[src/rtl/modbus_rtu_read_register_slave_unit_macros.svh]
// Assertion macros shared by the RTL files of the read-register slave.
// Each macro checks on the rising edge of clk and is switched off during reset.
`ifndef MODBUS_RTU_READ_REGISTER_SLAVE_UNIT_MACROS_SVH
`define MODBUS_RTU_READ_REGISTER_SLAVE_UNIT_MACROS_SVH

`ifndef NO_ASSERTIONS

// The consequent must hold in the same cycle as the antecedent.
`define MBRS_ASSERT_SAME(label, ante, cons, msg) \
  label: assert property (@(posedge clk) disable iff (rst) (ante) |-> (cons)) else $error(msg);

// The consequent must hold in the cycle after the antecedent.
`define MBRS_ASSERT_NEXT(label, ante, cons, msg) \
  label: assert property (@(posedge clk) disable iff (rst) (ante) |=> (cons)) else $error(msg);

`else

`define MBRS_ASSERT_SAME(label, ante, cons, msg)
`define MBRS_ASSERT_NEXT(label, ante, cons, msg)

`endif

`endif

[src/rtl/mbrs_pkg.sv]
package mbrs_pkg;

  // Request framing.
  localparam int unsigned REQUEST_LENGTH = 8;
  localparam int unsigned POS_W = 3;
  localparam logic [POS_W-1:0] LAST_REQ_POS = POS_W'(REQUEST_LENGTH - 1);

  // Protocol constants.
  localparam logic [7:0]  FUNC_READ_HOLDING = 8'h03;
  localparam logic [7:0]  REPLY_BYTE_COUNT  = 8'h02;
  localparam logic [15:0] CRC_INIT          = 16'hFFFF;
  localparam logic [15:0] CRC_POLY          = 16'hA001;
  localparam logic [15:0] REQ_QUANTITY      = 16'h0001;

  // Reply byte positions.
  localparam logic [2:0] RPL_ADDR     = 3'd0;
  localparam logic [2:0] RPL_FUNC     = 3'd1;
  localparam logic [2:0] RPL_COUNT    = 3'd2;
  localparam logic [2:0] RPL_TEMP_HI  = 3'd3;
  localparam logic [2:0] RPL_TEMP_LO  = 3'd4;
  localparam logic [2:0] RPL_CRC_LO   = 3'd5;
  localparam logic [2:0] RPL_CRC_HI   = 3'd6;

  // Configuration register indexes.
  localparam logic CFG_SLAVE_ADDRESS = 1'b0;
  localparam logic CFG_HOLDING_REG   = 1'b1;

  // Temperature conversion: (sample*500 - 51150) / 1023, truncated toward zero.
  localparam int unsigned SAMPLE_W  = 10;
  localparam int unsigned NUM_W     = 20;
  localparam int unsigned ABS_W     = 19;
  localparam int unsigned QUOT_W    = 10;
  localparam logic [8:0]  TEMP_GAIN = 9'd500;
  localparam logic signed [NUM_W-1:0] TEMP_OFFSET = 20'sd51150;
  localparam logic [10:0] DIVISOR   = 11'd1023;
  // 1025 / 2^20 sits just below 1/1023, so the estimate is low by at most one.
  localparam logic [10:0] RECIP     = 11'd1025;
  localparam int unsigned RECIP_SHIFT = 20;

  typedef struct packed {
    logic [7:0]  slave_address;
    logic [15:0] holding_register_address;
  } cfg_t;

  // One accepted request waiting for its reply.
  typedef struct packed {
    logic [SAMPLE_W-1:0] sample;
  } job_t;

  // One byte step of the reflected CRC-16.
  function automatic logic [15:0] crc16_byte(input logic [15:0] crc, input logic [7:0] b);
    logic [15:0] c;
    c = crc ^ {8'h00, b};
    for (int k = 0; k < 8; k++) begin
      if (c[0]) begin
        c = (c >> 1) ^ CRC_POLY;
      end else begin
        c = c >> 1;
      end
    end
    return c;
  endfunction

endpackage

[src/rtl/mbrs_front.sv]
module mbrs_front (
  input  logic                 clk,
  input  logic                 rst,
  input  mbrs_pkg::cfg_t       cfg,
  input  logic                 rx_valid,
  output logic                 rx_stall,
  input  logic [7:0]           rx_byte,
  input  logic [9:0]           sensor_sample,
  input  logic                 queue_full,
  output logic                 push,
  output mbrs_pkg::job_t       push_job
);
  import mbrs_pkg::*;

  `include "modbus_rtu_read_register_slave_unit_macros.svh"

  logic [POS_W-1:0] byte_position;
  logic [15:0]      running_crc;
  logic [7:0]       frame_store [0:6];

  logic        accept;
  logic        frame_end;
  logic [15:0] crc_next;
  logic        frame_ok;

  // The closing byte of a frame waits only when no queue slot is free.
  assign rx_stall  = (byte_position == LAST_REQ_POS) && queue_full;
  assign accept    = rx_valid && !rx_stall;
  assign frame_end = byte_position == LAST_REQ_POS;
  assign crc_next  = crc16_byte(running_crc, rx_byte);

  // Frame check on the closing byte: CRC residue, address, function, register, quantity.
  assign frame_ok = (crc_next == 16'h0000)
                 && (frame_store[0] == cfg.slave_address)
                 && (frame_store[1] == FUNC_READ_HOLDING)
                 && ({frame_store[2], frame_store[3]} == cfg.holding_register_address)
                 && ({frame_store[4], frame_store[5]} == REQ_QUANTITY);

  assign push            = accept && frame_end && frame_ok;
  assign push_job.sample = sensor_sample;

  // Byte counter and running CRC.
  always_ff @(posedge clk) begin
    if (rst) begin
      byte_position <= '0;
      running_crc   <= CRC_INIT;
    end else if (accept) begin
      if (frame_end) begin
        byte_position <= '0;
        running_crc   <= CRC_INIT;
      end else begin
        byte_position <= byte_position + 1'b1;
        running_crc   <= crc_next;
      end
    end
  end

  // Request bytes before the closing one are kept for the check.
  always_ff @(posedge clk) begin
    if (accept && !frame_end) begin
      frame_store[byte_position] <= rx_byte;
    end
  end

  `MBRS_ASSERT_SAME(a_stall_only_at_end, rx_stall, byte_position == LAST_REQ_POS, "stall before the closing byte")
  `MBRS_ASSERT_SAME(a_push_has_room, push, !queue_full, "push into a full queue")
  `MBRS_ASSERT_NEXT(a_restart_after_end, accept && frame_end, byte_position == '0 && running_crc == CRC_INIT, "framing did not restart")

endmodule

[src/rtl/mbrs_queue.sv]
module mbrs_queue #(
  parameter int unsigned DEPTH = 2
) (
  input  logic           clk,
  input  logic           rst,
  input  logic           push,
  input  mbrs_pkg::job_t push_job,
  output logic           full,
  input  logic           pop,
  output mbrs_pkg::job_t pop_job,
  output logic           empty
);
  import mbrs_pkg::*;

  `include "modbus_rtu_read_register_slave_unit_macros.svh"

  localparam int unsigned PTR_W = $clog2(DEPTH);
  localparam int unsigned CNT_W = $clog2(DEPTH + 1);
  localparam logic [PTR_W-1:0] LAST_SLOT = PTR_W'(DEPTH - 1);
  localparam logic [CNT_W-1:0] FULL_CNT  = CNT_W'(DEPTH);

  job_t             slots [0:DEPTH-1];
  logic [PTR_W-1:0] wr_ptr;
  logic [PTR_W-1:0] rd_ptr;
  logic [CNT_W-1:0] count;

  assign full    = count == FULL_CNT;
  assign empty   = count == '0;
  assign pop_job = slots[rd_ptr];

  // Pointers and fill count.
  always_ff @(posedge clk) begin
    if (rst) begin
      wr_ptr <= '0;
      rd_ptr <= '0;
      count  <= '0;
    end else begin
      if (push) begin
        wr_ptr <= (wr_ptr == LAST_SLOT) ? '0 : wr_ptr + 1'b1;
      end
      if (pop) begin
        rd_ptr <= (rd_ptr == LAST_SLOT) ? '0 : rd_ptr + 1'b1;
      end
      if (push && !pop) begin
        count <= count + 1'b1;
      end else if (pop && !push) begin
        count <= count - 1'b1;
      end
    end
  end

  // Slot storage.
  always_ff @(posedge clk) begin
    if (push) begin
      slots[wr_ptr] <= push_job;
    end
  end

  `MBRS_ASSERT_SAME(a_no_pop_empty, pop, !empty, "pop from an empty queue")
  `MBRS_ASSERT_SAME(a_count_bound, 1'b1, count <= FULL_CNT, "fill count past depth")

endmodule

[src/rtl/mbrs_back.sv]
module mbrs_back (
  input  logic           clk,
  input  logic           rst,
  input  mbrs_pkg::cfg_t cfg,
  input  logic           queue_empty,
  input  mbrs_pkg::job_t pop_job,
  output logic           pop,
  output logic           tx_valid,
  input  logic           tx_stall,
  output logic [7:0]     tx_byte,
  output logic           last_byte
);
  import mbrs_pkg::*;

  `include "modbus_rtu_read_register_slave_unit_macros.svh"

  logic                busy;
  logic [2:0]          idx;
  logic [15:0]         reply_crc;
  logic [SAMPLE_W-1:0] sample;

  // Conversion pipeline registers.
  logic [ABS_W-1:0]  num_abs;
  logic              num_neg;
  logic [ABS_W-1:0]  est_abs;
  logic              est_neg;
  logic [QUOT_W-1:0] est_quot;
  logic [15:0]       temp;

  logic                           load;
  logic [7:0]                     cur_byte;
  logic signed [NUM_W-1:0]        num;
  logic [ABS_W+10:0]              est_prod;
  logic [ABS_W-1:0]               rem;
  logic [QUOT_W-1:0]              quot;

  assign load = busy && (!tx_valid || !tx_stall);
  assign pop  = !queue_empty && (!busy || (load && idx == RPL_CRC_HI));

  // Stage one: signed numerator and its magnitude.
  assign num = $signed({1'b0, (NUM_W-1)'(sample * TEMP_GAIN)}) - TEMP_OFFSET;

  // Stage two: quotient estimate by reciprocal multiply.
  assign est_prod = num_abs * RECIP;

  // Stage three: one correction step, then the sign.
  assign rem  = est_abs - ABS_W'({est_quot, 10'd0} - {10'd0, est_quot});
  assign quot = (rem >= ABS_W'(DIVISOR)) ? est_quot + 1'b1 : est_quot;

  // The conversion runs while the three header bytes go out.
  always_ff @(posedge clk) begin
    num_abs  <= num[NUM_W-1] ? ABS_W'(-num) : ABS_W'(num);
    num_neg  <= num[NUM_W-1];
    est_abs  <= num_abs;
    est_neg  <= num_neg;
    est_quot <= est_prod[RECIP_SHIFT +: QUOT_W];
    temp     <= est_neg ? 16'(-{6'd0, quot}) : {6'd0, quot};
  end

  // Reply byte selection.
  always_comb begin
    case (idx)
      RPL_ADDR:    cur_byte = cfg.slave_address;
      RPL_FUNC:    cur_byte = FUNC_READ_HOLDING;
      RPL_COUNT:   cur_byte = REPLY_BYTE_COUNT;
      RPL_TEMP_HI: cur_byte = temp[15:8];
      RPL_TEMP_LO: cur_byte = temp[7:0];
      RPL_CRC_LO:  cur_byte = reply_crc[7:0];
      RPL_CRC_HI:  cur_byte = reply_crc[15:8];
      default:     cur_byte = 8'h00;
    endcase
  end

  // Sequencer and output register control; a new job takes over from the last byte.
  always_ff @(posedge clk) begin
    if (rst) begin
      busy      <= 1'b0;
      idx       <= '0;
      tx_valid  <= 1'b0;
      reply_crc <= CRC_INIT;
    end else begin
      if (load) begin
        tx_valid <= 1'b1;
      end else if (!tx_stall) begin
        tx_valid <= 1'b0;
      end
      if (pop) begin
        busy      <= 1'b1;
        idx       <= '0;
        reply_crc <= CRC_INIT;
      end else if (load) begin
        idx <= idx + 1'b1;
        if (idx == RPL_CRC_HI) begin
          busy <= 1'b0;
        end
        if (idx < RPL_CRC_LO) begin
          reply_crc <= crc16_byte(reply_crc, cur_byte);
        end
      end
    end
  end

  // Job and output payload.
  always_ff @(posedge clk) begin
    if (pop) begin
      sample <= pop_job.sample;
    end
    if (load) begin
      tx_byte   <= cur_byte;
      last_byte <= idx == RPL_CRC_HI;
    end
  end

  `MBRS_ASSERT_SAME(a_idx_range, busy, idx <= RPL_CRC_HI, "reply index past the last byte")
  `MBRS_ASSERT_SAME(a_pop_when_done, pop && busy, load && idx == RPL_CRC_HI, "early pop")
  `MBRS_ASSERT_NEXT(a_last_ends_reply, load && idx == RPL_CRC_HI && !pop, !busy, "busy after reply")

endmodule

[src/rtl/modbus_rtu_read_register_slave_unit.sv]
// Modbus RTU read-holding-register slave for one temperature register. Request
// bytes are taken one per cycle unless stalled and counted into fixed 8-byte
// frames (no inter-frame timeout, so a lost byte shifts all later frames). A
// frame with a good CRC-16, the configured address, function 0x03, the
// configured register and a quantity of one queues a reply built from the sensor
// sample that came with its eighth byte; any other frame is dropped silently.
// The reply is seven bytes, one per cycle while tx_stall is low, last_byte
// marking the final CRC byte. A free sequencer pops queued replies in order.
// Reception stalls only on the eighth byte of a frame, and only while all
// QUEUE_DEPTH pending-reply slots are taken; a reply occupies the sequencer
// for its seven bytes, against eight input bytes per frame, so a steady stream
// runs at one byte per cycle while tx_stall is low. Write registers through
// cfg_write_enable only while no reply is pending; the block does not check.
module modbus_rtu_read_register_slave_unit #(
  parameter int unsigned QUEUE_DEPTH = 2
) (
  input  logic        clk,
  input  logic        rst,
  input  logic        cfg_write_enable,
  input  logic        cfg_index,
  input  logic [15:0] cfg_write_data,
  input  logic        rx_valid,
  output logic        rx_stall,
  input  logic [7:0]  rx_byte,
  input  logic [9:0]  sensor_sample,
  output logic        tx_valid,
  input  logic        tx_stall,
  output logic [7:0]  tx_byte,
  output logic        last_byte
);
  import mbrs_pkg::*;

  cfg_t cfg;
  logic push;
  job_t push_job;
  logic queue_full;
  logic pop;
  job_t pop_job;
  logic queue_empty;

  // Configuration registers.
  always_ff @(posedge clk) begin
    if (rst) begin
      cfg.slave_address            <= 8'd2;
      cfg.holding_register_address <= 16'd1;
    end else if (cfg_write_enable) begin
      case (cfg_index)
        CFG_SLAVE_ADDRESS: cfg.slave_address            <= cfg_write_data[7:0];
        CFG_HOLDING_REG:   cfg.holding_register_address <= cfg_write_data;
        default:           cfg                          <= cfg;
      endcase
    end
  end

  mbrs_front u_front (
    .clk           (clk),
    .rst           (rst),
    .cfg           (cfg),
    .rx_valid      (rx_valid),
    .rx_stall      (rx_stall),
    .rx_byte       (rx_byte),
    .sensor_sample (sensor_sample),
    .queue_full    (queue_full),
    .push          (push),
    .push_job      (push_job)
  );

  mbrs_queue #(
    .DEPTH (QUEUE_DEPTH)
  ) u_queue (
    .clk      (clk),
    .rst      (rst),
    .push     (push),
    .push_job (push_job),
    .full     (queue_full),
    .pop      (pop),
    .pop_job  (pop_job),
    .empty    (queue_empty)
  );

  mbrs_back u_back (
    .clk         (clk),
    .rst         (rst),
    .cfg         (cfg),
    .queue_empty (queue_empty),
    .pop_job     (pop_job),
    .pop         (pop),
    .tx_valid    (tx_valid),
    .tx_stall    (tx_stall),
    .tx_byte     (tx_byte),
    .last_byte   (last_byte)
  );

endmodule

[config.mk]
export PLATFORM = sky130hd
export DESIGN_NAME = modbus_rtu_read_register_slave_unit
export DESIGN_NICKNAME = d
export VERILOG_FILES = /design/src/rtl/mbrs_pkg.sv /design/src/rtl/mbrs_front.sv /design/src/rtl/mbrs_queue.sv /design/src/rtl/mbrs_back.sv /design/src/rtl/modbus_rtu_read_register_slave_unit.sv
export VERILOG_INCLUDE_DIRS = /design/src /design/src/rtl
export SDC_FILE = /design/constraint.sdc
export NUM_CORES = 1
export LEC_CHECK = 0
export ABC_AREA = 1
export BUFFER_PORTS_ARGS = -buffer_cell sky130_fd_sc_hd__buf_2
export CAP_MARGIN = 40
export CORE_ASPECT_RATIO = 2
export CORE_MARGIN = 2
export CORE_UTILIZATION = 39
export DETAILED_ROUTE_END_ITERATION = 10
export RECOVER_POWER = 25
export SLEW_MARGIN = 0
export SYNTH_ARGS = -nofsm -noshare
export SYNTH_HDL_FRONTEND = slang
export SYNTH_SLANG_ARGS = --single-unit
export TNS_END_PERCENT = 5
[constraint.sdc]
create_clock -name clk -period 4.7 [get_ports clk]
set_clock_uncertainty 0.1 [all_clocks]
set_input_delay 0.705 -clock clk [delete_from_list [all_inputs] [get_ports clk]]
set_output_delay 0.705 -clock clk [all_outputs]
set_load 0.05 [all_outputs]
==> results.cfg <==
[global_routing]
grt_use_met3_pct = 1.55
met1_usage_pct = 16.0
grt_usage_pct = 17.1
antenna_found_initial = 0
grt_max_degree = 46
use_met2_pct = 35.6
overflow = 0
grt_pass1_wl_um = 44700
grt_busiest_layer = met2
first_global_vias = 9292

[setup_path]
max_stage_delay_ps = 570
start_kind = flip-flop
required_ps = 5040
r2r_end = u_back.num_abs[3]
r2r_slack_ps = 30
crit_chain = buf_6 > inv_1 > fa_1 > fa_2 > fa_2 > fa_1 > inv_1 > ha_4 > nand2_2 > buf_4 > o221ai_2 > xnor2_1 > and3_1 > nand2_2 > nand2_2 > nand3b_4 > nor2_8 > buf_12 > xor2_1
critPathMaxFanout = 8
cp_slowest_cell = fa_2
worstSetupEndpointType = flip-flop
critPathKind = flip-flop to flip-flop
ff2ff_path_depth = 19
worstPathArrival_ps = 5010
cpMostUsedCell = nand2_2
rr_startpoint = u_back.sample[1]
crit_path_start = u_back.sample[1]

[placed_design]
hpwl_um = 21800
gp_congestion = 0.854
io_buffers = 50
place_area_um2 = 13200

[die]
dieArea_um2 = 32900
die_h_um = 255
die_w_um = 129
rows = 91
ios = 51
coreArea_um2 = 30900
initial_core_util_pct = 39.7

[synth]
synth-xor-area-share_pct = 7.50
syn_inst = 1372
ys_ff_latch = 217
synth_top_family_by_area = simple AND/OR/NAND/NOR gates
synth_compound_area_share_pct = 7.93
synth_area_um2 = 12200
synthSimpleGateAreaFrac_pct = 18.7
yosysSeqAreaShare_pct = 42.6
synth_nets = 1548
synth_edf_count = 87
muxShareOfSynthArea_pct = 0
synthAdderAreaFrac_pct = 15.7
ys_types = 54
async_flop_share_pct = 0
yosys_warnings = 0
yosys_most_used_dff = dfxtp_1
syn_avg_cell_area_um2 = 8.93

[route]
antenna_left = 0
wirelength_um = 27500
wl_per_cell_um = 14.5
drt_iter0_drc = 276
first_pass_iters = 4
dr_total_vias = 9081
via_per_inst = 4.77
route.detailed.drc = 0

[layout]
final_nets = 1647
design_area_um2 = 14100
area_growth_pct = 15.2
antenna_cells = 0
final_common_cell = nand2_1
drive_gt1_share_pct = 13.0
final_cell_mix = 283 x nand2_1, 207 x inv_1, 130 x dfxtp_1

[clocking]
clock_path_buffers = 3
h-tree-depth = 1
clkTransAtPathRegs_ps = 70
cts_root_buffer = clkbuf_16
cts_tree = yes
cts_num_sinks = 217
cts_buffers = 21
insertion_delay_ps = 520

[sta]
min_period_over_period_pct = 99.3
worst_pin_slew_ps = 847
max_slew_margin_pct = 43.3
max_freq_mhz = 214
hold_viol_final = 0
grt_setup_unrepaired = true
setup_violations = 0
period_needed_ps = 4670
slew_viol_final = 0

[min_path]
holdPathEnd = u_back.est_neg
hold_path.class = flip-flop to flip-flop
holdCritStartpoint = u_back.num_neg
hold_depth = 0

[status]
status = complete, no violations

[flow_run]
max_cap_violations = 0
==> cell usage after synthesis, types with 2 or more instances <==
cell	count	share of area (%)
a21oi_1	57	2.3
a21oi_2	3	0.21
a221oi_1	2	0.14
a22o_1	3	0.21
and3_1	3	0.15
buf_8	2	0.25
clkbuf_1	13	0.40
clkinv_1	4	0.12
dfxtp_1	130	21
edfxtp_1	87	21
fa_1	30	4.9
ha_1	106	11
inv_1	213	6.5
inv_2	2	0.061
nand2_1	287	8.8
nand2_2	17	0.87
nand2_4	2	0.18
nand3_1	42	1.7
nand3_2	6	0.49
nand3_4	2	0.29
nand3b_1	4	0.25
nand4_1	21	1.1
nor2_1	89	2.7
nor2_2	4	0.20
nor2_4	2	0.18
nor3_1	9	0.37
nor3b_1	2	0.12
nor4_1	15	0.77
o211ai_1	8	0.49
o21a_1	2	0.12
o21ai_0	53	2.2
o21ai_1	7	0.29
o21bai_1	3	0.18
o221ai_1	3	0.21
o22ai_1	24	1.2
xnor2_1	39	2.8
xor2_1	59	4.2
==> metrics by stage <==
step / setup slack, ps / cells / setup TNS [ps] / hold slack, ps / utilization, %
floorplan: 20.2 / 1372 / 0 / 210 / -
global placement: -27.1 / 1854 / -222 / 240 / 42.7
detailed placement: -124 / 1854 / -1510 / 234 / 42.7
CTS: -7.19 / 1902 / -7.19 / 249 / 45.5
global route: -188 / 1903 / -2450 / 256 / 45.7
finish: 32.2 / 1903 / 0 / 242 / 45.7
==> repair_timing <==
action,CTS,global route
resized for setup,23,19
setup endpoints to repair,17,18
cloned,1,0
hold buffers,0,0
pin swaps,18,20
buffers inserted,10,1
==> cell families after synthesis <==
kind of cell / after synthesis
adder cells (fa/ha/maj): 136
XOR/XNOR: 101
buffers and inverters: 238
AO/OA/AOI/OAI: 169
flip-flops: 217
AND/OR/NAND/NOR: 511
==> how the worst max path moves through the flow <==
stage / end / slack [ps]
after global routing: u_back.num_abs[9] / -190
after floorplan: u_back.num_abs[14] / 20
after global placement: u_back.num_abs[2] / -30
after detailed placement: u_back.num_abs[3] / -120
after CTS: u_back.num_abs[3] / -7
final: u_back.num_abs[3] / 30
==> layout make-up <==
class / count / area, um2
repair buffers: 93 / 597
well taps: 418 / 523
clock inverters: 8 / 48.8
flip-flops and latches: 217 / 5220
clock buffers: 29 / 586
inverters: 221 / 836
fillers: 2962 / 16700
multi-input cells: 917 / 6310
==> registers in the layout, indices dropped and copies added (netlist names), 8 cells and up <==
name,cells
cfg,24
u_back.est_abs,17
u_back.est_quot,10
u_back.num_abs,17
u_back.reply_crc,16
u_back.sample,10
u_back.temp,16
u_back.tx_byte,8
u_front.frame_store,48
u_front.running_crc,16
u_queue.slots,20
==> worst max-delay path, delay by kind of cell, from the launching register on <==
kind	cells	cell delay, ps
XOR/XNOR	2	320
buffers and inverters	5	580
AO/OA/AOI/OAI	1	230
adder cells (fa/ha/maj)	5	2220
AND/OR/NAND/NOR	6	720
flip-flops	1	420
==> metal layers <==
metal	vias to the layer above	part of all wire [%]
met1	4218	34
met3	62	2.3
met4	0	4.4
met2	132	59
met5	-	0
li1	4669	-
Power is not shown: default switching activity piles up to over one toggle a cycle in this logic, so the estimate is an artifact.
